[src/rtl/core/sspr_pkg.sv]
// Shared constants and control type for the sphere sheet pad remap block.
// No dependencies; used by sspr_remap and sphere_sheet_pad_remap.
`default_nettype none

package sspr_pkg;

    // fixed field widths
    localparam int COORD_BITS = 9;   // col, row
    localparam int DIM_BITS   = 9;   // map_width, map_height
    localparam int PAD_BITS   = 5;   // pad_size
    localparam int CFG_IDX_BITS = 2;

    // configuration register indexes
    localparam logic [CFG_IDX_BITS-1:0] CFG_MAP_WIDTH  = 2'd0;
    localparam logic [CFG_IDX_BITS-1:0] CFG_MAP_HEIGHT = 2'd1;
    localparam logic [CFG_IDX_BITS-1:0] CFG_PAD_SIZE   = 2'd2;

    // reset values
    localparam logic [DIM_BITS-1:0] RST_MAP_WIDTH  = 9'd256;
    localparam logic [DIM_BITS-1:0] RST_MAP_HEIGHT = 9'd128;
    localparam logic [PAD_BITS-1:0] RST_PAD_SIZE   = 5'd0;

    // action codes
    localparam logic ACT_WRITE = 1'b0;
    localparam logic ACT_READ  = 1'b1;

    // per-stage control that travels with each word
    typedef struct packed {
        logic valid;  // stage holds a word
        logic rd;     // read request, produces a result
        logic err;    // read with bad geometry or position
        logic wr;     // write that lands in the store
        logic pole;   // read crosses a pole: half-turn in longitude
    } t_ctl;

endpackage

`default_nettype wire

[src/rtl/core/sspr_remap.sv]
// Address remap pipeline: input register, column wrap / row mirror, pole shift,
// linear address. Depends on sspr_pkg.
`default_nettype none

module sspr_remap #(
    parameter int MAX_WIDTH   = 256,
    parameter int MAX_HEIGHT  = 256,
    parameter int MAX_PAD     = 16,
    parameter int SAMPLE_BITS = 32,
    parameter int ADDR_BITS   = 16
) (
    input  wire                                 i_clk,
    input  wire                                 i_rst_n,
    input  wire                                 i_en,
    input  wire                                 i_valid,
    input  wire                                 i_action,
    input  wire  [sspr_pkg::COORD_BITS-1:0]     i_col,
    input  wire  [sspr_pkg::COORD_BITS-1:0]     i_row,
    input  wire  [SAMPLE_BITS-1:0]              i_sample,
    input  wire  [sspr_pkg::DIM_BITS-1:0]       i_map_width,
    input  wire  [sspr_pkg::DIM_BITS-1:0]       i_map_height,
    input  wire  [sspr_pkg::PAD_BITS-1:0]       i_pad_size,
    output sspr_pkg::t_ctl                      o_ctl,
    output logic [ADDR_BITS-1:0]                o_addr,
    output logic [SAMPLE_BITS-1:0]              o_sample
);

    localparam int XW = sspr_pkg::COORD_BITS + 2;
    localparam int DW = sspr_pkg::DIM_BITS;
    localparam logic [31:0] LIM_W = 32'(MAX_WIDTH);
    localparam logic [31:0] LIM_H = 32'(MAX_HEIGHT);
    localparam logic [31:0] LIM_P = 32'(MAX_PAD);
    localparam logic [ADDR_BITS-1:0] ROW_STRIDE = ADDR_BITS'(MAX_WIDTH);

    // stage 1: input register
    logic                            r_v1;
    logic                            r_act1;
    logic [sspr_pkg::COORD_BITS-1:0] r_col1;
    logic [sspr_pkg::COORD_BITS-1:0] r_row1;
    logic [SAMPLE_BITS-1:0]          r_smp1;

    always_ff @(posedge i_clk) begin
        if (!i_rst_n) begin
            r_v1 <= 1'b0;
        end else if (i_en) begin
            r_v1 <= i_valid;
        end
    end

    always_ff @(posedge i_clk) begin
        if (i_en) begin
            r_act1 <= i_action;
            r_col1 <= i_col;
            r_row1 <= i_row;
            r_smp1 <= i_sample;
        end
    end

    // stage 2: checks, column wrap, row mirror
    logic [XW-1:0] w_x, h_x, p_x, c_x, r_x;
    logic [XW-1:0] wp_x, w2p_x, hp_x, h2p_x;
    logic          geom_ok, oob, wr_ok, is_rd;
    logic [XW-1:0] mc_x, mr_x;
    logic          pole;
    sspr_pkg::t_ctl n_ctl2;

    always_comb begin
        w_x   = XW'(i_map_width);
        h_x   = XW'(i_map_height);
        p_x   = XW'(i_pad_size);
        c_x   = XW'(r_col1);
        r_x   = XW'(r_row1);
        wp_x  = w_x + p_x;
        w2p_x = wp_x + p_x;
        hp_x  = h_x + p_x;
        h2p_x = hp_x + p_x;
        is_rd = (r_act1 == sspr_pkg::ACT_READ);

        geom_ok = (i_map_width != '0) && (32'(i_map_width) <= LIM_W) &&
                  (i_map_height != '0) && (32'(i_map_height) <= LIM_H) &&
                  (32'(i_pad_size) <= LIM_P) && (p_x <= w_x) && (p_x <= h_x);
        oob     = (c_x >= w2p_x) || (r_x >= h2p_x);
        wr_ok   = geom_ok && (c_x < w_x) && (r_x < h_x);

        if (!is_rd) begin
            mc_x = c_x;
        end else if (c_x < p_x) begin
            mc_x = w_x + c_x - p_x;
        end else if (c_x >= wp_x) begin
            mc_x = c_x - wp_x;
        end else begin
            mc_x = c_x - p_x;
        end

        pole = 1'b0;
        if (!is_rd) begin
            mr_x = r_x;
        end else if (r_x < p_x) begin
            mr_x = p_x - XW'(1) - r_x;
            pole = 1'b1;
        end else if (r_x >= hp_x) begin
            // h - 1 - (r - h - p)
            mr_x = (h_x << 1) + p_x - XW'(1) - r_x;
            pole = 1'b1;
        end else begin
            mr_x = r_x - p_x;
        end

        n_ctl2.valid = r_v1;
        n_ctl2.rd    = r_v1 && is_rd;
        n_ctl2.err   = r_v1 && is_rd && (!geom_ok || oob);
        n_ctl2.wr    = r_v1 && !is_rd && wr_ok;
        n_ctl2.pole  = is_rd && pole;
    end

    sspr_pkg::t_ctl  r_ctl2;
    logic [DW-1:0]   r_mc2, r_mr2;
    logic [SAMPLE_BITS-1:0] r_smp2;

    always_ff @(posedge i_clk) begin
        if (!i_rst_n) begin
            r_ctl2 <= '0;
        end else if (i_en) begin
            r_ctl2 <= n_ctl2;
        end
    end

    always_ff @(posedge i_clk) begin
        if (i_en) begin
            r_mc2  <= DW'(mc_x);
            r_mr2  <= DW'(mr_x);
            r_smp2 <= r_smp1;
        end
    end

    // stage 3: pole shift, (mc + w/2) mod w with one conditional subtract
    logic [XW-1:0] half_w, sum_x;
    logic [DW-1:0] n_mc3;

    always_comb begin
        half_w = XW'(i_map_width >> 1);
        sum_x  = XW'(r_mc2) + half_w;
        if (!r_ctl2.pole) begin
            n_mc3 = r_mc2;
        end else if (sum_x >= w_x) begin
            n_mc3 = DW'(sum_x - w_x);
        end else begin
            n_mc3 = DW'(sum_x);
        end
    end

    sspr_pkg::t_ctl  r_ctl3;
    logic [DW-1:0]   r_mc3, r_mr3;
    logic [SAMPLE_BITS-1:0] r_smp3;

    always_ff @(posedge i_clk) begin
        if (!i_rst_n) begin
            r_ctl3 <= '0;
        end else if (i_en) begin
            r_ctl3 <= r_ctl2;
        end
    end

    always_ff @(posedge i_clk) begin
        if (i_en) begin
            r_mc3  <= n_mc3;
            r_mr3  <= r_mr2;
            r_smp3 <= r_smp2;
        end
    end

    // stage 4: linear address row * MAX_WIDTH + col
    logic [ADDR_BITS-1:0] n_addr;

    assign n_addr = ADDR_BITS'(r_mr3) * ROW_STRIDE + ADDR_BITS'(r_mc3);

    always_ff @(posedge i_clk) begin
        if (!i_rst_n) begin
            o_ctl <= '0;
        end else if (i_en) begin
            o_ctl <= r_ctl3;
        end
    end

    always_ff @(posedge i_clk) begin
        if (i_en) begin
            o_addr   <= n_addr;
            o_sample <= r_smp3;
        end
    end

endmodule

`default_nettype wire

[config.mk]
export PLATFORM = sky130hd
export DESIGN_NAME = sspr_remap
export DESIGN_NICKNAME = d
export VERILOG_FILES = /design/src/rtl/core/sspr_pkg.sv /design/src/rtl/core/sspr_remap.sv
export SDC_FILE = /design/constraint.sdc
export NUM_CORES = 1
export LEC_CHECK = 0
export BUFFER_PORTS_ARGS = -buffer_cell sky130_fd_sc_hd__buf_4
export CAP_MARGIN = 25
export CORE_UTILIZATION = 50
export CTS_BUF_LIST = sky130_fd_sc_hd__clkbuf_4 sky130_fd_sc_hd__clkbuf_8
export DETAILED_ROUTE_END_ITERATION = 7
export HOLD_SLACK_MARGIN = 0.08
export MAX_ROUTING_LAYER = met4
export PLACE_DENSITY = 0.69
export SLEW_MARGIN = 5
export SYNTH_ARGS = -nofsm -noshare
export SYNTH_HDL_FRONTEND = slang
export SYNTH_SLANG_ARGS = --single-unit
[constraint.sdc]
create_clock -name i_clk -period 5.05 [get_ports i_clk]
set_clock_uncertainty 0.1 [all_clocks]
set_input_delay 1.01 -clock i_clk [delete_from_list [all_inputs] [get_ports i_clk]]
set_output_delay 1.01 -clock i_clk [all_outputs]
set_load 0.01 [all_outputs]
==> run summary <==
The flow ran to the end, and the final reports show no timing, DRC or antenna violations. The logs give 630 for the initial DRC count and 25900 sq um for the die outline area. The run gives 20500 um as the total half-perimeter wirelength after legalization and detailed placement. The tools report the via count of the first global-routing pass as 8338. At the placement stage, the worst setup path has a slack of 263 ps. The number of nets handed over by synthesis was 1305. The area of the mapped netlist was 12600 sq um. By startpoint and endpoint, the worst setup path is classified as in2reg.

The tools report the clock root buffer as sky130_fd_sc_hd__clkbuf_8. The hold violation total from the final report was 0; the maximum cell stage delay along the critical path was 370 ps. Once the clock tree was built, the setup fixing pass inserted 0 buffers. The count of pins on the block boundary came out at 131. Overall power: 5.08 mW. Yosys printed 0 warnings.

Setup violations remaining at the end of the flow were counted as 0. The switching power total was 1.57 mW; the mean instance size in the synthesized netlist was 11.8 sq um. At the pin with the least slew margin, the transition time is 821 ps.

The final wirelength was 27400 um. For the number of antenna repair diodes, the log shows 0. Type of origin of the critical path: an input pin.

For this run, the post-layout net count is 1466. Port buffer count: 130. Entering global routing, the biggest net connects 94 pins. The path class of the lowest-slack min-delay path was reg2reg. The logs give 2016 for the count of fill cells added during filler insertion and 0 for the initial antenna violation count. The run gives 14700 sq um as the post-layout instance area.

Grouping stages by cell kind, the critical path spends the most delay in compound AO/OA/AOI/OAI gates. The critical path contains buffers and inverters numbering 2 combined. Cell internal power was estimated by the tool at 3.51 mW. Dividing the final minimum period by the clock period gives 84.9%. The run gives 77 as the count of distinct cell types in the synthesized netlist. After synthesis, flip-flops and latches occupy 49.4% of the total area. After routing, the total negative slack on setup checks comes to 0 ps. The final hold slack is 315 ps, and the maximum level of the CTS H-tree is 2.

Placed cell area: 14000 sq um. The library cell contributing the largest single delay on the critical path was sky130_fd_sc_hd__ha_1. Gates resized during post-CTS repair numbered 0. At the end of routability-driven placement, the weighted congestion stood at 0.928.

The critical path goes through buf_4, inv_1, ha_1, nor2b_2, a211oi_2, o21bai_1, a211oi_2, xnor2_1, ha_1, a21oi_1, o21a_1, o21ai_1, a21oi_1, nor2_2, or3_1, a41oi_1. The number of flip-flops and latches in the synthesized netlist is 213, and the first-pass GRT wire length is 43400 um. Once detail routing completed, the nets flagged for antenna violations numbered 0. Sequential cells account for 42.8% of the total power.

Of the total power, combinational logic draws 28.8%. Fraction of power spent switching nets: 30.9%. The x dimension of the die was 161 um; the insertion delay to the later sink of the worst-skew pair was 540 ps.

STA puts the critical path data required time at 5330 ps. The first detailed-routing pass took 5 iterations. In the synthesized netlist the dominant register cell turns out to be sky130_fd_sc_hd__edfxtp_1. The worst path meets setup with 763 ps of slack.

In this run the deepest clock path goes through 3 buffers. The fraction of final layout cells with drive strength greater than 1 is 17.5%. STA classifies the critical path endpoint as a register. Number of buffers added to fix hold violations after cts: 0. In this run the worst path has a maximum fanout of 9.

TritonCTS built the clock tree. Yosys mapped a number of flops with a built-in enable equal to 197. The count of max-cap constraint violations came out at 0. The detailed-route wire length per cell came out at 17.4 um.

The total overflow left after global routing is 0. In this run the power density over the cells is 346 nW/um^2. Clock-pin slew was measured on the worst setup and hold paths at 60 ps. The run gives 4560 ps as the arrival time at the worst endpoint. In the global route stage, overall resource usage came out at 22.2%. The tools report the part of the power in the clock network as 28.4%.

The number of core rows came out at 57. The share of async-settable or async-resettable flops after synthesis is 0%. The run gives 24500 sq um as the core region area.

Based on the critical path, the design can be clocked at up to 0.233 GHz. The final critical path time including I/O delays and setup was 4290 ps. In the routed layout, each cell is associated on average with a via count of 5.44. The area growth from synthesis to layout is 16.4%. Once the floorplan was initialized, standard cells occupied 51.5% of the core.

The logs give 6.14 nW for the leakage power figure and 8591 for the total number of vias. The number of design rule violations left after detail routing was 0; the total clock sinks was 213. The die is 161 um tall. The worst pin sits at a relative slew slack of 45.2%. Synthesis handed over a netlist of 1067 instances. The largest voltage drop on the vdd net is 0.189 mV.

The final number of max-transition violations was 0; the number of clock buffers inserted by TritonCTS was 35. Setup repair after global routing left no endpoint under its margin.
[worst reg2reg max path: stages, from the launching register on]
cell,delay [ps]
sky130_fd_sc_hd__edfxtp_1,430
sky130_fd_sc_hd__ha_1,240
sky130_fd_sc_hd__fa_1,420
sky130_fd_sc_hd__a211oi_1,340
sky130_fd_sc_hd__o21a_1,210
sky130_fd_sc_hd__a2bb2oi_1,250
sky130_fd_sc_hd__ha_1,330
sky130_fd_sc_hd__nand4_1,140
sky130_fd_sc_hd__a21oi_1,70
sky130_fd_sc_hd__o31ai_1,260
sky130_fd_sc_hd__o2111a_1,520
sky130_fd_sc_hd__inv_1,190
sky130_fd_sc_hd__o21ai_0,200
sky130_fd_sc_hd__a22oi_1,80
[flip-flops by register name (all words and copies together) (netlist names)]
name	flops
r_row1	9
r_mc3	9
r_col1	9
is_rd	1
r_mc2	9
r_smp3	32
r_v1	1
r_mr2	8
r_smp1	32
o_addr	16
o_sample	32
r_mr3	8
r_ctl2	5
r_smp2	32
r_ctl3	5
o_ctl	5
[through the flow]
step                      utilization [%]  std cells
after floorplan                         -       1067
after global placement               57.1       1515
after detailed placement             57.1       1515
after CTS                            59.9       1579
after global routing                 59.9       1579
final                                59.9       1579
[cell families (layout without fill, tap and decap cells)]
| kind of cell | Yosys count | in the layout | synth area share (%) |
|---|---|---|---|
| simple gates | 241 | 241 | 10.1 |
| compound gates | 224 | 224 | 12.0 |
| flops | 213 | 213 | 49.4 |
| fa+ha+maj | 160 | 160 | 17.0 |
| buf+inv | 121 | 309 | 3.69 |
| xor+xnor | 83 | 83 | 5.82 |
| mux | 25 | 25 | 2.01 |
[per-layer routing]
metal  global-route usage, %  vias to the layer above  part of all wire [%]
met3                    3.82                       44                   6.0
li1                        -                     4259                     -
met1                    30.3                     4018                    47
met2                    32.9                      270                    45
met4                    9.01                        0                   2.6
met5                       -                        -                     0
[layout by cell type (no fill, tap or decap), drive strengths merged, types with 4 or more instances in the layout]
cell type  count
xor2          23
ha           140
nand4          8
o211ai        10
o21ai         54
o21a           8
nand3         26
a21oi         62
and3           6
dfxtp         16
edfxtp       197
clkbuf        41
a31oi          9
buf          139
nand3b         4
fa            20
nand2b        23
o21bai         6
a41oi          5
a211oi        12
nor2          57
clkinv        20
o221ai         7
or4            7
xnor2         60
nor2b         31
or3            6
mux2i         22
nor3          23
a21o          20
nand2         35
inv          107
[path summary, 6_finish.rpt]
kind,startpoint,endpoint,slack [ps],cells past startpoint
worst max-delay path,i_map_width[2],r_mc2[6],760,16
worst max register to register,r_mc2[0],r_mc3[8],960,13
worst min register to register,r_smp2[17],r_smp3[17],310,0
worst min-delay path,r_smp2[17],r_smp3[17],310,0
[cell usage after synthesis (20+ instances only)]
| cell type | number | area [sq um] |
|---|---|---|
| sky130_fd_sc_hd__nand2_1 | 34 | 128 |
| sky130_fd_sc_hd__mux2i_1 | 22 | 220 |
| sky130_fd_sc_hd__xnor2_1 | 59 | 517 |
| sky130_fd_sc_hd__a21oi_1 | 60 | 300 |
| sky130_fd_sc_hd__nand2b_1 | 23 | 144 |
| sky130_fd_sc_hd__nor2_1 | 56 | 210 |
| sky130_fd_sc_hd__xor2_1 | 23 | 201 |
| sky130_fd_sc_hd__nor2b_1 | 30 | 188 |
| sky130_fd_sc_hd__fa_1 | 20 | 400 |
| sky130_fd_sc_hd__inv_1 | 105 | 394 |
| sky130_fd_sc_hd__o21ai_0 | 50 | 250 |
| sky130_fd_sc_hd__nor3_1 | 23 | 115 |
| sky130_fd_sc_hd__nand3_1 | 26 | 130 |
| sky130_fd_sc_hd__ha_1 | 140 | 1750 |
| sky130_fd_sc_hd__edfxtp_1 | 197 | 5920 |
[cell type report]
cell class | instances | area, sq um | share of cell area, %
sequential | 213 | 6240 | 42.4
multi-input combinational | 733 | 5920 | 40.3
timing repair buffer | 139 | 1050 | 7.15
clock buffer | 41 | 533 | 3.63
tap | 324 | 405 | 2.76
inverter | 106 | 400 | 2.73
clock inverter | 23 | 144 | 0.979
[power groups by stage]
stage                     clock network (mW)  logic [mW]  registers, mW
final                                   1.45        1.46           2.17
after global routing                    1.58        1.64           2.19
after CTS                               1.50        1.45           2.18
after detailed placement                   0        1.44           2.21
after global placement                     0        1.42           2.21
after floorplan                            0        1.03           2.19
Note: power is estimated with default switching activity, not from simulation.
